--- config.mk ---
export PLATFORM = sky130hd
export DESIGN_NAME = register_alu_execute_unit
export DESIGN_NICKNAME = d
export VERILOG_FILES = /design/src/rtl/rae_pkg.sv /design/src/rtl/rae_ram.sv /design/src/rtl/rae_alu.sv /design/src/rtl/register_alu_execute_unit.sv
export VERILOG_INCLUDE_DIRS = /design/src /design/src/rtl
export SDC_FILE = /design/constraint.sdc
export NUM_CORES = 2
export LEC_CHECK = 0
export ABC_AREA = 1
export BUFFER_PORTS_ARGS = -buffer_cell sky130_fd_sc_hd__buf_2
export CORE_MARGIN = 5
export CORE_UTILIZATION = 40
export DETAILED_ROUTE_END_ITERATION = 10
export PLACE_DENSITY = 0.56
export SETUP_SLACK_MARGIN = 0.2
export SYNTH_ARGS = -nofsm -noshare
export SYNTH_HDL_FRONTEND = slang
export SYNTH_SLANG_ARGS = --single-unit
--- constraint.sdc ---
create_clock -name clk -period 19.35 [get_ports clk]
set_input_delay 5.805 -clock clk [delete_from_list [all_inputs] [get_ports clk]]
set_output_delay 5.805 -clock clk [all_outputs]
set_load 0.03 [all_outputs]
--- src/rtl/register_alu_execute_unit_defines.svh ---
// ----------------------------------------------------------------------------
// register_alu_execute_unit_defines
// Assertion macros for the execute unit; clk and arst_n come from the user.
// ----------------------------------------------------------------------------
`ifndef REGISTER_ALU_EXECUTE_UNIT_DEFINES_SVH
`define REGISTER_ALU_EXECUTE_UNIT_DEFINES_SVH

// same-cycle implication, disabled while in reset
`define RAE_ASSERT_SAME(label, ante, cons, msg) \
	label: assert property (@(posedge clk) disable iff (!arst_n) (ante) |-> (cons)) \
		else $error(msg);

// next-cycle implication, disabled while in reset
`define RAE_ASSERT_NEXT(label, ante, cons, msg) \
	label: assert property (@(posedge clk) disable iff (!arst_n) (ante) |=> (cons)) \
		else $error(msg);

`endif

--- src/rtl/rae_pkg.sv ---
// ----------------------------------------------------------------------------
// rae_pkg
// Command, status and ALU operation codes shared by the execute unit.
// ----------------------------------------------------------------------------
`timescale 1ns / 1ps

package rae_pkg;

	typedef logic [4:0] cmd_t;
	localparam cmd_t CMD_LIT     = 5'd0;
	localparam cmd_t CMD_JMP     = 5'd1;
	localparam cmd_t CMD_JPC     = 5'd2;
	localparam cmd_t CMD_SYSCALL = 5'd3;
	localparam cmd_t CMD_NEG     = 5'd4;
	localparam cmd_t CMD_ADD     = 5'd5;
	localparam cmd_t CMD_SUB     = 5'd6;
	localparam cmd_t CMD_MUL     = 5'd7;
	localparam cmd_t CMD_DIV     = 5'd8;
	localparam cmd_t CMD_ODD     = 5'd9;
	localparam cmd_t CMD_MOD     = 5'd10;
	localparam cmd_t CMD_EQ      = 5'd11;
	localparam cmd_t CMD_NE      = 5'd12;
	localparam cmd_t CMD_LT      = 5'd13;
	localparam cmd_t CMD_LE      = 5'd14;
	localparam cmd_t CMD_GT      = 5'd15;
	localparam cmd_t CMD_GE      = 5'd16;

	typedef logic [1:0] status_t;
	localparam status_t ST_OK   = 2'd0;
	localparam status_t ST_FAIL = 2'd1;
	localparam status_t ST_HALT = 2'd2;

	localparam logic [31:0] SYS_PRINT = 32'd1;
	localparam logic [31:0] SYS_READ  = 32'd2;
	localparam logic [31:0] SYS_HALT  = 32'd3;

	typedef logic [3:0] alu_op_t;
	localparam alu_op_t ALU_NEG = 4'd0;
	localparam alu_op_t ALU_ADD = 4'd1;
	localparam alu_op_t ALU_SUB = 4'd2;
	localparam alu_op_t ALU_MUL = 4'd3;
	localparam alu_op_t ALU_DIV = 4'd4;
	localparam alu_op_t ALU_MOD = 4'd5;
	localparam alu_op_t ALU_EQ  = 4'd6;
	localparam alu_op_t ALU_NE  = 4'd7;
	localparam alu_op_t ALU_LT  = 4'd8;
	localparam alu_op_t ALU_LE  = 4'd9;
	localparam alu_op_t ALU_GT  = 4'd10;
	localparam alu_op_t ALU_GE  = 4'd11;

	typedef struct packed {
		logic    start;
		alu_op_t op;
	} alu_req_t;

	typedef struct packed {
		logic busy;
		logic done;
	} alu_stat_t;

endpackage

--- src/rtl/rae_ram.sv ---
// ----------------------------------------------------------------------------
// rae_ram
// Generic single write port, single read port RAM with registered read data.
// ----------------------------------------------------------------------------
`timescale 1ns / 1ps

module rae_ram #(
	parameter int WIDTH = 32,
	parameter int DEPTH = 16,
	parameter int AW    = (DEPTH > 1) ? $clog2(DEPTH) : 1
) (
	input  logic             clk,
	input  logic             we,
	input  logic [AW-1:0]    waddr,
	input  logic [WIDTH-1:0] wdata,
	input  logic [AW-1:0]    raddr,
	output logic [WIDTH-1:0] rdata
);

	logic [WIDTH-1:0] mem_q [DEPTH];

	always_ff @(posedge clk) begin
		if (we) begin
			mem_q[waddr] <= wdata;
		end
		rdata <= mem_q[raddr];
	end

endmodule

--- src/rtl/rae_alu.sv ---
// ----------------------------------------------------------------------------
// rae_alu
// Shared ALU around one adder: single-pass add, subtract and compares,
// shift-add multiply and restoring signed divide/modulus over many cycles.
// ----------------------------------------------------------------------------
`timescale 1ns / 1ps

module rae_alu import rae_pkg::*; #(
	parameter int DATA_WIDTH = 32
) (
	input  logic                  clk,
	input  logic                  arst_n,
	input  alu_req_t              req,
	input  logic [DATA_WIDTH-1:0] a,
	input  logic [DATA_WIDTH-1:0] b,
	output alu_stat_t             stat,
	output logic [DATA_WIDTH-1:0] result
);

	localparam int DW  = DATA_WIDTH;
	localparam int AW2 = DW + 2;
	localparam int CW  = $clog2(DW);
	localparam logic [CW-1:0] CNT_LAST = CW'(DW - 1);

	localparam logic [2:0] A_IDLE = 3'd0;
	localparam logic [2:0] A_MAGA = 3'd1;
	localparam logic [2:0] A_MAGB = 3'd2;
	localparam logic [2:0] A_LOOP = 3'd3;
	localparam logic [2:0] A_FIX  = 3'd4;

	logic [2:0]    state_q;
	logic [CW-1:0] cnt_q;
	logic          done_q;

	alu_op_t       op_q;
	logic [DW:0]   acc_q;
	logic [DW-1:0] x_q;
	logic [DW-1:0] y_q;
	logic          neg_q;
	logic [DW-1:0] res_q;

	logic [AW2-1:0] add_x;
	logic [AW2-1:0] add_y;
	logic           add_sub;
	logic [AW2-1:0] sum;
	logic [DW:0]    shifted;
	logic [DW-1:0]  fix_val;
	logic           lt;
	logic           eq;
	logic           borrow;
	logic [DW-1:0]  simple_res;

	assign shifted = {acc_q[DW-1:0], x_q[DW-1]};
	assign fix_val = (op_q == ALU_DIV) ? x_q : acc_q[DW-1:0];

	always_comb begin
		add_x   = '0;
		add_y   = '0;
		add_sub = 1'b0;
		unique case (state_q)
			A_IDLE: begin
				// two sign bits so the top bit of a - b is the signed less-than
				add_x   = {a[DW-1], a[DW-1], a};
				add_y   = {b[DW-1], b[DW-1], b};
				add_sub = (req.op != ALU_ADD);
				if (req.op == ALU_NEG) begin
					add_x = '0;
					add_y = {a[DW-1], a[DW-1], a};
				end
			end
			A_MAGA: begin
				add_y   = {2'b00, x_q};
				add_sub = 1'b1;
			end
			A_MAGB: begin
				add_y   = {2'b00, y_q};
				add_sub = 1'b1;
			end
			A_LOOP: begin
				if (op_q == ALU_MUL) begin
					add_x = {1'b0, acc_q};
					add_y = x_q[0] ? {2'b00, y_q} : '0;
				end else begin
					add_x   = {1'b0, shifted};
					add_y   = {2'b00, y_q};
					add_sub = 1'b1;
				end
			end
			A_FIX: begin
				add_y   = {2'b00, fix_val};
				add_sub = 1'b1;
			end
			default: ;
		endcase
		sum = add_x + (add_sub ? ~add_y : add_y) + {{(AW2-1){1'b0}}, add_sub};
	end

	assign lt     = sum[AW2-1];
	assign eq     = (a == b);
	assign borrow = sum[AW2-1];

	always_comb begin
		unique case (req.op)
			ALU_EQ:  simple_res = {{(DW-1){1'b0}}, eq};
			ALU_NE:  simple_res = {{(DW-1){1'b0}}, !eq};
			ALU_LT:  simple_res = {{(DW-1){1'b0}}, lt};
			ALU_LE:  simple_res = {{(DW-1){1'b0}}, lt || eq};
			ALU_GT:  simple_res = {{(DW-1){1'b0}}, !lt && !eq};
			ALU_GE:  simple_res = {{(DW-1){1'b0}}, !lt};
			default: simple_res = sum[DW-1:0];
		endcase
	end

	// control
	always_ff @(posedge clk or negedge arst_n) begin
		if (!arst_n) begin
			state_q <= A_IDLE;
			cnt_q   <= '0;
			done_q  <= 1'b0;
		end else begin
			done_q <= 1'b0;
			unique case (state_q)
				A_IDLE: begin
					if (req.start) begin
						cnt_q <= '0;
						if (req.op == ALU_MUL) begin
							state_q <= A_LOOP;
						end else if (req.op == ALU_DIV || req.op == ALU_MOD) begin
							state_q <= A_MAGA;
						end else begin
							done_q <= 1'b1;
						end
					end
				end
				A_MAGA: state_q <= A_MAGB;
				A_MAGB: state_q <= A_LOOP;
				A_LOOP: begin
					cnt_q <= cnt_q + 1'b1;
					if (cnt_q == CNT_LAST) begin
						if (op_q == ALU_MUL) begin
							done_q  <= 1'b1;
							state_q <= A_IDLE;
						end else begin
							state_q <= A_FIX;
						end
					end
				end
				A_FIX: begin
					done_q  <= 1'b1;
					state_q <= A_IDLE;
				end
				default: state_q <= A_IDLE;
			endcase
		end
	end

	// datapath
	always_ff @(posedge clk) begin
		unique case (state_q)
			A_IDLE: begin
				if (req.start) begin
					op_q <= req.op;
					if (req.op == ALU_MUL) begin
						acc_q <= '0;
						x_q   <= b;
						y_q   <= a;
					end else if (req.op == ALU_DIV || req.op == ALU_MOD) begin
						x_q   <= a;
						y_q   <= b;
						neg_q <= (req.op == ALU_DIV) ? (a[DW-1] ^ b[DW-1]) : a[DW-1];
					end else begin
						res_q <= simple_res;
					end
				end
			end
			A_MAGA: begin
				if (x_q[DW-1]) begin
					x_q <= sum[DW-1:0];
				end
			end
			A_MAGB: begin
				if (y_q[DW-1]) begin
					y_q <= sum[DW-1:0];
				end
				acc_q <= '0;
			end
			A_LOOP: begin
				if (op_q == ALU_MUL) begin
					acc_q <= sum[DW:0];
					y_q   <= y_q << 1;
					x_q   <= x_q >> 1;
					if (cnt_q == CNT_LAST) begin
						res_q <= sum[DW-1:0];
					end
				end else begin
					acc_q <= borrow ? shifted : sum[DW:0];
					x_q   <= {x_q[DW-2:0], !borrow};
				end
			end
			A_FIX: res_q <= neg_q ? sum[DW-1:0] : fix_val;
			default: ;
		endcase
	end

	assign stat.busy = (state_q != A_IDLE);
	assign stat.done = done_q;
	assign result    = res_q;

endmodule

--- src/rtl/register_alu_execute_unit.sv ---
// ----------------------------------------------------------------------------
// register_alu_execute_unit
// Executes one decoded instruction against a register file and a program
// counter, using a shared iterative ALU for arithmetic and compares.
// ----------------------------------------------------------------------------
//
//  channel  handshake            payload
//  -------  -------------------  ------------------------------------------
//  in       in_valid / in_ready  command, r_index, l_index, m_value, io_value
//  out      out_valid/out_ready  status, pc_value, print_valid, print_value
//
//  One item at a time; in_ready is high only while the sequencer is idle.
//  Item time, accept to result handshake (also the input spacing), depends on the command: lit, jmp,
//  read, halt and decode failures end after decode; jpc, print and odd add a read of R;
//  a zero divisor ends after reading L and M; the other ALU ops also wait on the shared ALU,
//  whose mul, div and mod run its one-bit-per-cycle loop.
//  Reset clears the register valid bits, pc and sequencers; a result not yet taken
//  holds the following item in its last step until the receiver is ready.
//
`timescale 1ns / 1ps

`include "register_alu_execute_unit_defines.svh"

module register_alu_execute_unit import rae_pkg::*; #(
	parameter int REG_COUNT  = 16,
	parameter int DATA_WIDTH = 32
) (
	input  logic               clk,
	input  logic               arst_n,
	input  logic               in_valid,
	output logic               in_ready,
	input  logic [4:0]         command,
	input  logic [7:0]         r_index,
	input  logic [7:0]         l_index,
	input  logic signed [31:0] m_value,
	input  logic signed [31:0] io_value,
	output logic               out_valid,
	input  logic               out_ready,
	output logic [1:0]         status,
	output logic signed [31:0] pc_value,
	output logic               print_valid,
	output logic signed [31:0] print_value
);

	localparam int DW    = DATA_WIDTH;
	localparam int IDX_W = (REG_COUNT > 1) ? $clog2(REG_COUNT) : 1;

	localparam logic [2:0] S_IDLE = 3'd0;
	localparam logic [2:0] S_DEC  = 3'd1;
	localparam logic [2:0] S_RB   = 3'd2;
	localparam logic [2:0] S_EXE  = 3'd3;
	localparam logic [2:0] S_WAIT = 3'd4;
	localparam logic [2:0] S_FIN  = 3'd5;

	logic [2:0]           state_q, state_d;
	logic [31:0]          pc_q, pc_d;
	logic [REG_COUNT-1:0] valid_q;
	logic                 out_valid_q;

	cmd_t               cmd_q;
	logic [7:0]         r_q;
	logic [7:0]         l_q;
	logic signed [31:0] m_q;
	logic signed [31:0] io_q;
	logic [DW-1:0]      a_q;
	status_t            wst_q, wst_d;
	logic               wpv_q, wpv_d;
	logic [31:0]        wpval_q, wpval_d;
	logic               vld_rd_q;

	status_t     status_q;
	logic [31:0] pc_out_q;
	logic        print_valid_q;
	logic [31:0] print_value_q;

	logic             ram_we;
	logic [IDX_W-1:0] ram_waddr;
	logic [DW-1:0]    ram_wdata;
	logic [IDX_W-1:0] ram_raddr;
	logic [DW-1:0]    ram_rdata;
	logic [DW-1:0]    rd_val;

	logic             r_ok, l_ok, m_ok, cmd_alu;
	logic [IDX_W-1:0] r_idx, l_idx, m_idx;
	logic             out_load;

	alu_req_t      alu_req;
	alu_stat_t     alu_stat;
	logic [DW-1:0] alu_result;

	function automatic alu_op_t cmd_to_op(input cmd_t c);
		unique case (c)
			CMD_NEG: return ALU_NEG;
			CMD_SUB: return ALU_SUB;
			CMD_MUL: return ALU_MUL;
			CMD_DIV: return ALU_DIV;
			CMD_MOD: return ALU_MOD;
			CMD_EQ:  return ALU_EQ;
			CMD_NE:  return ALU_NE;
			CMD_LT:  return ALU_LT;
			CMD_LE:  return ALU_LE;
			CMD_GT:  return ALU_GT;
			CMD_GE:  return ALU_GE;
			default: return ALU_ADD;
		endcase
	endfunction

	assign r_ok    = (r_q < 8'(REG_COUNT));
	assign l_ok    = (l_q < 8'(REG_COUNT));
	// a negative m is a huge unsigned index and fails
	assign m_ok    = ($unsigned(m_q) < 32'(REG_COUNT));
	assign r_idx   = r_q[IDX_W-1:0];
	assign l_idx   = l_q[IDX_W-1:0];
	assign m_idx   = m_q[IDX_W-1:0];
	assign cmd_alu = (cmd_q >= CMD_NEG) && (cmd_q <= CMD_GE) && (cmd_q != CMD_ODD);

	// entries never written read as zero
	assign rd_val = vld_rd_q ? ram_rdata : '0;

	assign in_ready = (state_q == S_IDLE);
	assign out_load = (state_q == S_FIN) && (!out_valid_q || out_ready);

	always_comb begin
		unique case (state_q)
			S_DEC:   ram_raddr = cmd_alu ? l_idx : r_idx;
			S_RB:    ram_raddr = m_idx;
			default: ram_raddr = r_idx;
		endcase
	end

	always_comb begin
		state_d       = state_q;
		pc_d          = pc_q;
		wst_d         = wst_q;
		wpv_d         = wpv_q;
		wpval_d       = wpval_q;
		alu_req.start = 1'b0;
		alu_req.op    = cmd_to_op(cmd_q);
		ram_we        = 1'b0;
		ram_waddr     = r_idx;
		ram_wdata     = '0;
		unique case (state_q)
			S_IDLE: begin
				if (in_valid) begin
					state_d = S_DEC;
				end
			end
			S_DEC: begin
				wst_d   = ST_FAIL;
				wpv_d   = 1'b0;
				wpval_d = '0;
				state_d = S_FIN;
				unique case (cmd_q)
					CMD_LIT: begin
						if (r_ok) begin
							ram_we    = 1'b1;
							ram_wdata = DW'(m_q);
							wst_d     = ST_OK;
						end
					end
					CMD_JMP: begin
						pc_d  = m_q;
						wst_d = ST_OK;
					end
					CMD_JPC: begin
						if (r_ok) begin
							state_d = S_RB;
						end
					end
					CMD_SYSCALL: begin
						if (m_q == SYS_PRINT) begin
							if (r_ok) begin
								state_d = S_RB;
							end
						end else if (m_q == SYS_READ) begin
							if (r_ok) begin
								ram_we    = 1'b1;
								ram_wdata = DW'(io_q);
								wst_d     = ST_OK;
							end
						end else if (m_q == SYS_HALT) begin
							pc_d  = '0;
							wst_d = ST_HALT;
						end
					end
					CMD_NEG, CMD_ADD, CMD_SUB, CMD_MUL, CMD_DIV, CMD_ODD, CMD_MOD,
					CMD_EQ, CMD_NE, CMD_LT, CMD_LE, CMD_GT, CMD_GE: begin
						if (r_ok && l_ok && m_ok) begin
							state_d = S_RB;
						end
					end
					default: ;
				endcase
			end
			S_RB: begin
				// first read is back: register R for jpc/print/odd, L for ALU ops
				unique case (cmd_q)
					CMD_JPC: begin
						if (rd_val == '0) begin
							pc_d = m_q;
						end
						wst_d   = ST_OK;
						state_d = S_FIN;
					end
					CMD_SYSCALL: begin
						wpv_d   = 1'b1;
						wpval_d = 32'($signed(rd_val));
						wst_d   = ST_OK;
						state_d = S_FIN;
					end
					CMD_ODD: begin
						ram_we    = 1'b1;
						ram_wdata = {{(DW-1){1'b0}}, rd_val[0]};
						wst_d     = ST_OK;
						state_d   = S_FIN;
					end
					default: state_d = S_EXE;
				endcase
			end
			S_EXE: begin
				if ((cmd_q == CMD_DIV || cmd_q == CMD_MOD) && rd_val == '0) begin
					state_d = S_FIN;
				end else begin
					alu_req.start = 1'b1;
					state_d       = S_WAIT;
				end
			end
			S_WAIT: begin
				if (alu_stat.done) begin
					ram_we    = 1'b1;
					ram_wdata = alu_result;
					wst_d     = ST_OK;
					state_d   = S_FIN;
				end
			end
			S_FIN: begin
				if (out_load) begin
					state_d = S_IDLE;
				end
			end
			default: state_d = S_IDLE;
		endcase
	end

	always_ff @(posedge clk or negedge arst_n) begin
		if (!arst_n) begin
			state_q     <= S_IDLE;
			pc_q        <= '0;
			valid_q     <= '0;
			out_valid_q <= 1'b0;
		end else begin
			state_q <= state_d;
			pc_q    <= pc_d;
			if (ram_we) begin
				valid_q[ram_waddr] <= 1'b1;
			end
			if (out_load) begin
				out_valid_q <= 1'b1;
			end else if (out_ready) begin
				out_valid_q <= 1'b0;
			end
		end
	end

	always_ff @(posedge clk) begin
		if (in_valid && in_ready) begin
			cmd_q <= command;
			r_q   <= r_index;
			l_q   <= l_index;
			m_q   <= m_value;
			io_q  <= io_value;
		end
		if (state_q == S_RB) begin
			a_q <= rd_val;
		end
		wst_q    <= wst_d;
		wpv_q    <= wpv_d;
		wpval_q  <= wpval_d;
		vld_rd_q <= valid_q[ram_raddr];
		if (out_load) begin
			status_q      <= wst_q;
			pc_out_q      <= pc_q;
			print_valid_q <= wpv_q;
			print_value_q <= wpval_q;
		end
	end

	rae_ram #(
		.WIDTH (DW),
		.DEPTH (REG_COUNT),
		.AW    (IDX_W)
	) u_regfile (
		.clk   (clk),
		.we    (ram_we),
		.waddr (ram_waddr),
		.wdata (ram_wdata),
		.raddr (ram_raddr),
		.rdata (ram_rdata)
	);

	rae_alu #(
		.DATA_WIDTH (DW)
	) u_alu (
		.clk    (clk),
		.arst_n (arst_n),
		.req    (alu_req),
		.a      (a_q),
		.b      (rd_val),
		.stat   (alu_stat),
		.result (alu_result)
	);

	assign out_valid   = out_valid_q;
	assign status      = status_q;
	assign pc_value    = pc_out_q;
	assign print_valid = print_valid_q;
	assign print_value = print_value_q;

	`RAE_ASSERT_NEXT(a_accept_dec, in_valid && in_ready, state_q == S_DEC, "no decode after accept")
	`RAE_ASSERT_SAME(a_alu_start, alu_req.start, !alu_stat.busy && state_q == S_EXE, "bad ALU start")
	`RAE_ASSERT_SAME(a_print_ok, out_valid_q && print_valid_q, status_q == ST_OK, "print not OK")
	`RAE_ASSERT_NEXT(a_fin_load, out_load, out_valid_q && state_q == S_IDLE, "item not presented")

endmodule
## Yosys cells after proc, flatten, opt, wreduce, memory -nomap -nowiden

Memories as Yosys holds them, arrays and structs flattened. A register that Yosys moved wholly into a read port is not among the register bits.
Index checks and enable logic that the tools add are counted.
Widths: inputs -> output; s select.

- Register bits after elaboration: 415
- Bits in writable memories: 512
- Memory bits (read-only): 128
- Input bits: 89
- Output and inout bits: 69
- Logic and storage cells: 263
- Memories: 2

- Add/sub/neg operators: 3
- Order comparisons: 8
- Equal/unequal tests: 63
- Multiplexer cells: 109
- Bitwise gates (word level): 4
- Reduce and logical (&&, ||, !) cells: 45

Memories:

| name | depth | width | rd ports | clocked after Yosys merged registers in | write ports | RTL line | text |
|---|---|---|---|---|---|---|---|
| u_regfile.mem_q | 16 | 32 | 1 | 1 | 1 | rae_ram.sv:20 | `logic [WIDTH-1:0] mem_q [DEPTH];` |
| (name not given) | 32 | 4 | 1 | 1 | 0 | register_alu_execute_unit.sv:92 | `unique case (c)` |

Operators with widths:

| kind | count |
|---|---|
| $mux 32 | 30 |
| $pmux 32 s3 | 4 |
| $pmux 32 s2 | 4 |
| $pmux 32 s6 | 1 |
| $pmux 34 s5 | 1 |
| $mux 33 | 5 |
| $mux 34 | 4 |
| $pmux 33 s3 | 1 |
| $pmux 34 s2 | 1 |
| $eq 32x2->1 const B | 2 |
| $eq 5x4->1 const B | 8 |
| $mux 3 | 12 |
| $add 34x1->34 | 1 |
| $add 34x34->34 | 1 |
| $not 34->34 | 1 |
| $eq 32x1->1 const B | 1 |
| $eq 32x32->1 | 1 |
| $logic_not 32->1 | 1 |
| $lt 32x5->1 const B | 1 |
| $mux 1 | 24 |
| $eq 4x3->1 const B | 5 |
| $eq 5x3->1 const B | 4 |
| $pmux 3 s6 | 1 |
| $eq 4x4->1 const B | 4 |
| 51 further kinds | 114 |

## Depth between registers and ports, before layout

- Word-level depth: 14
- Depth in mapped cells: 28
- Mapped depth without buffers: 26

## Cells and area by module

Synthesis repeated with hierarchy kept, for this count alone.

- Cell total of the unflattened synthesis: 4,981
- Area, all modules: 46,935.0 um^2

Modules (own cells, without submodules):

| module | instances | cells each | area each (um^2) | seq. area each (um^2) |
|---|---|---|---|---|
| rae_ram | 1 | 2,120 | 22,744.3 | 16,015.4 |
| rae_alu | 1 | 1,850 | 12,954.9 | 4,249.1 |
| register_alu_execute_unit | 1 | 1,011 | 11,235.8 | 7,977.7 |

## Worst setup path before layout

No wires, ideal clock.

- Path type: input-to-reg
- Start point: input port in_valid
- End point: register, netlist name alu_req[1]
- Setup time: 0.074 ns
- Arrival time: 11.408 ns
- Required time: 19.276 ns
- Path slack: 7.868 ns
- Stages: 8
- Path buffers: 0
- Path through: inv_1 > nor2_1 > inv_1 > o21ai_0 > ha_1 > o21ai_0 > nor2_1 > o21ai_0

- Longest elaborated chain between the ends: 2

RTL lines:

| what | RTL line | text |
|---|---|---|
| start, declared | register_alu_execute_unit.sv:30 | `input logic in_valid,` |
| $logic_and 1x1->1 | register_alu_execute_unit.sv:266 | `if (in_valid && in_ready) begin` |
| $mux 5 (no source line) | - |  |

Every way passes these cells.
A chain may end at the register's enable or synchronous reset.

## Worst setup path in the final report

- Start point: register state_q[1]
- End point: output port in_ready

- Longest elaborated chain between the ends: 1

RTL lines:

| what | RTL line | text |
|---|---|---|
| start, declared | register_alu_execute_unit.sv:55 | `logic [2:0] state_q, state_d;` |
| start signal, assigned | register_alu_execute_unit.sv:252 | `state_q <= state_d;` |
| $logic_not 3->1 | register_alu_execute_unit.sv:120 | `assign in_ready = (state_q == S_IDLE);` |
| end, declared | register_alu_execute_unit.sv:31 | `output logic in_ready,` |

Every way passes these cells.

==> summary.txt <==
Status
  • Status: finished clean

Place
  • Post-placement cell area: 0.0469 mm2
  • HPWL after detailed placement: 90.4 mm
  • Port Buffer Count: 157
  • Weighted congestion at the end of routability-driven global placement: 0.940

Timing
  • Slew headroom: 0.207
  • Hold violation count in the final report: 0
  • Clock Skews: 0.0381 ns
  • Number of max-slew violations in the final report: 0
  • Max frequency: 134 MHz
  • Worst-Margin Slew: 1.19 ns
  • Period minus WS final: 7.49 ns
  • Unrepaired setup endpoints after global routing: false
  • Final setup violation count: 0
  • Final clock period utilization by the worst path: 0.387
  • Setup TNS after final layout: 0 ns

Final layout
  • Final nets: 4459
  • Core Util, Final: 0.454
  • Ratio of cells with drive above 1 in the final layout: 0.104
  • Post-synthesis to final-layout area growth: 12.9%
  • Summed area of non-filler cells in the final layout: 0.0502 mm2

Drt
  • Average routed wire per standard cell: 24.2 um
  • Via density per instance: 5.57
  • Detailed Route WL: 143 mm
  • Via count: 32900
  • DRC Markers: 0
  • Remaining antenna violation count: 0
  • Drt first-iter violations: 3960
  • First-pass iteration count of the detailed router: 9

Power and ir drop
  • Peak supply drop: 0.186 mV
  • Power Dens Cells: 160 mW/mm2
  • Leakage power total: 19.5 nW

Floorplan
  • Area enclosed by the die boundary: 0.118 mm2
  • Total I/O pin count: 158
  • Die Span X: 343 um
  • Core area: 0.111 mm2
  • Vertical die dimension: 343 um
  • Std-Cell Rows: 122
  • Initial core utilization: 0.402

Synth
  • Sequential fraction of the synthesis area: 0.636
  • Register bit total from synthesis: 963
  • Synth top cells by count: 865 x sky130_fd_sc_hd__edfxtp_1, 644 x sky130_fd_sc_hd__nand2_1, 523 x sky130_fd_sc_hd__inv_1
  • Average size of a mapped cell: 10.5 um2
  • Cell area after synthesis: 0.0444 mm2
  • Most instantiated flip-flop cell in the synthesis netlist: sky130_fd_sc_hd__edfxtp_1
  • Area share of the leading cell type in the synthesized netlist: 0.585
  • Count of unique library cells instantiated by Yosys: 54
  • Async SR Flop Fraction: 0.0633
  • Synth Net Count: 4362
  • Cell with the most instances after synthesis: sky130_fd_sc_hd__edfxtp_1
  • Number of warnings printed during yosys synthesis: 0
  • Largest area contributor in the netlist: sky130_fd_sc_hd__edfxtp_1
  • Most area-consuming cells after synthesis: sky130_fd_sc_hd__edfxtp_1 58%, sky130_fd_sc_hd__nand2_1 5.4%, sky130_fd_sc_hd__inv_1 4.4%, sky130_fd_sc_hd__o21ai_0 4.3%, sky130_fd_sc_hd__nand3_1 3.4%
  • Gate Count Post-Synth: 4234
  • Number of flops mapped to enable cells by yosys: 865

CTS
  • Post-CTS clock slew at the launch and capture registers of the worst setup and hold paths: 0.06 ns
  • CTS Hold Bufs: 0
  • Bufs on Longest Clock Path: 3
  • H-tree depth: 3
  • Post-CTS repair timing setup buffer count: 0
  • Number of clock buffers inserted by TritonCTS: 101
  • CTS tree: done
  • Clock Sink Count: 963
  • Library cell used as clock root buffer: sky130_fd_sc_hd__clkbuf_16
  • Worst-Skew Late Latency: 0.68 ns
  • Cells resized by post-CTS repair: 0

GRT
  • Total routing usage reported by global routing: 0.238
  • Overflow left after global routing: 0
  • Vias in the first global route: 30500
  • Pin count of the biggest net entering global routing: 231
  • Initial antenna violation count: 9
  • First-pass GRT wire length: 208 mm

Setup path
  • Data arrival, critical path: 1.69 ns
  • Startpoint of the lowest-slack register-to-register path: u_alu.state_q[1]
  • Worst R2R End: u_alu.acc_q[27]
  • Type of the worst setup path: reg -> out
  • Critical Path Source: state_q[1]
  • Endpoint of the worst setup timing path: in_ready
  • FF-to-FF path depth: 25
  • R2R setup slack: 13.01 ns
  • Required time at the endpoint of the critical path: 13.54 ns
  • Element type at the critical path end: output pin
  • Critical path startpoint category: flip-flop
  • Critical Path Fanout Max: 4

Run
  • Maximum capacitance violations: 0

Min path
  • Min-Delay Path Class: reg -> reg
==> how the worst min path moves through the flow <==
stage | end | cells past startpoint | startpoint | slack [ns]
2_1_floorplan | print_valid | 0 | wpv_q | 0.40
6_report | print_value[29] | 0 | wpval_q[29] | 0.42
3_5_place_dp | print_value[29] | 0 | wpval_q[29] | 0.40
5_1_grt | print_value[29] | 0 | wpval_q[29] | 0.42
3_3_place_gp | print_value[25] | 0 | wpval_q[25] | 0.40
4_1_cts | print_value[29] | 0 | wpval_q[29] | 0.42
==> state kept, by name, summed over array words and instances, names as in the netlist, 4 cells and up <==
signal           count
u_regfile.mem_q    512
u_alu.acc_q         33
a_q                 32
io_q                32
m_q                 32
pc_q                32
pc_value            32
print_value         32
u_alu.result        32
u_alu.x_q           32
u_alu.y_q           32
u_regfile.rdata     32
wpval_q             32
valid_q             16
l_q                  8
r_q                  8
cmd_q                5
u_alu.cnt_q          5
alu_req              4
u_alu.op_q           4
==> layout make-up <==
type,count,area (um2)
clock inverter,53,528
timing repair buffer,226,1330
multi-input combinational,2496,13400
tap,1488,1860
inverter,543,2040
antenna,5,12.5
fill,10400,60400
clock buffer,133,2720
sequential,963,28200
==> layer usage <==
metal / share of wire / wire length (um) / GRT usage
met5: 0.00017 / 24 / 0
met4: 0.026 / 3750 / 0.0662
met3: 0.093 / 13300 / 0.0472
met2: 0.46 / 66400 / 0.381
met1: 0.42 / 59800 / 0.332
==> critical path, cell delays in order (launching register included) <==
cell                      delay [ns]
sky130_fd_sc_hd__dfrtp_1        0.43
sky130_fd_sc_hd__nor2_1         0.14
sky130_fd_sc_hd__inv_1          0.07
sky130_fd_sc_hd__nor2_1         0.15
sky130_fd_sc_hd__buf_2          0.23
==> report_power, final <==
| group | internal, W | switching [W] |
|---|---|---|
| registers | 0.00255 | 0.0000874 |
| logic | 0.000883 | 0.00258 |
| clock network | 0.00112 | 0.000814 |
==> stage by stage <==
| step | setup slack (ns) | hold WS [ns] | total power (W) | std cells |
|---|---|---|---|---|
| floorplan | 7.87 | 0.400 | 0.00478 | 4234 |
| global placement | 11.55 | 0.402 | 0.00602 | 5716 |
| detailed placement | 11.60 | 0.405 | 0.00604 | 5716 |
| CTS | 11.81 | 0.419 | 0.00797 | 5902 |
| global route | 11.75 | 0.423 | 0.00848 | 5906 |
| finish | 11.86 | 0.420 | 0.00803 | 5907 |
==> cell usage in the layout (no fill, tap or decap), drive strengths merged, types with 2 or more instances in the layout <==
cell and instances:
o31ai 4, o221ai 30, dfxtp 37, a22oi 2
xnor2 8, clkbuf 133, nand2 649, nand4 37
a21oi 300, o2111ai 10, buf 226, inv 536
nand3 309, a31oi 21, or2 23, clkinvlp 4
a32o 6, nor3 20, o21bai 4, and3 2
a211oi 3, nor2 209, a32oi 15, ha 38
a22o 36, edfxtp 865, a21o 7, o21a 4
clkinv 46, o22ai 44, dfrtp 61, nor4 15
a21boi 4, xor2 62, o21ai 430, diode 5
nand3b 2, o211ai 198, bufinv 10
==> kinds of logic after synthesis <==
family                   after synthesis  share of synthesized area
buffers and inverters                775                     0.0673
XOR/XNOR                              70                     0.0140
AO/OA/AOI/OAI                       1120                      0.150
adder cells (fa/ha/maj)               39                     0.0112
AND/OR/NAND/NOR                     1267                      0.122
flip-flops                           963                      0.636
No activity file was read; power rests on OpenSTA's default activity.
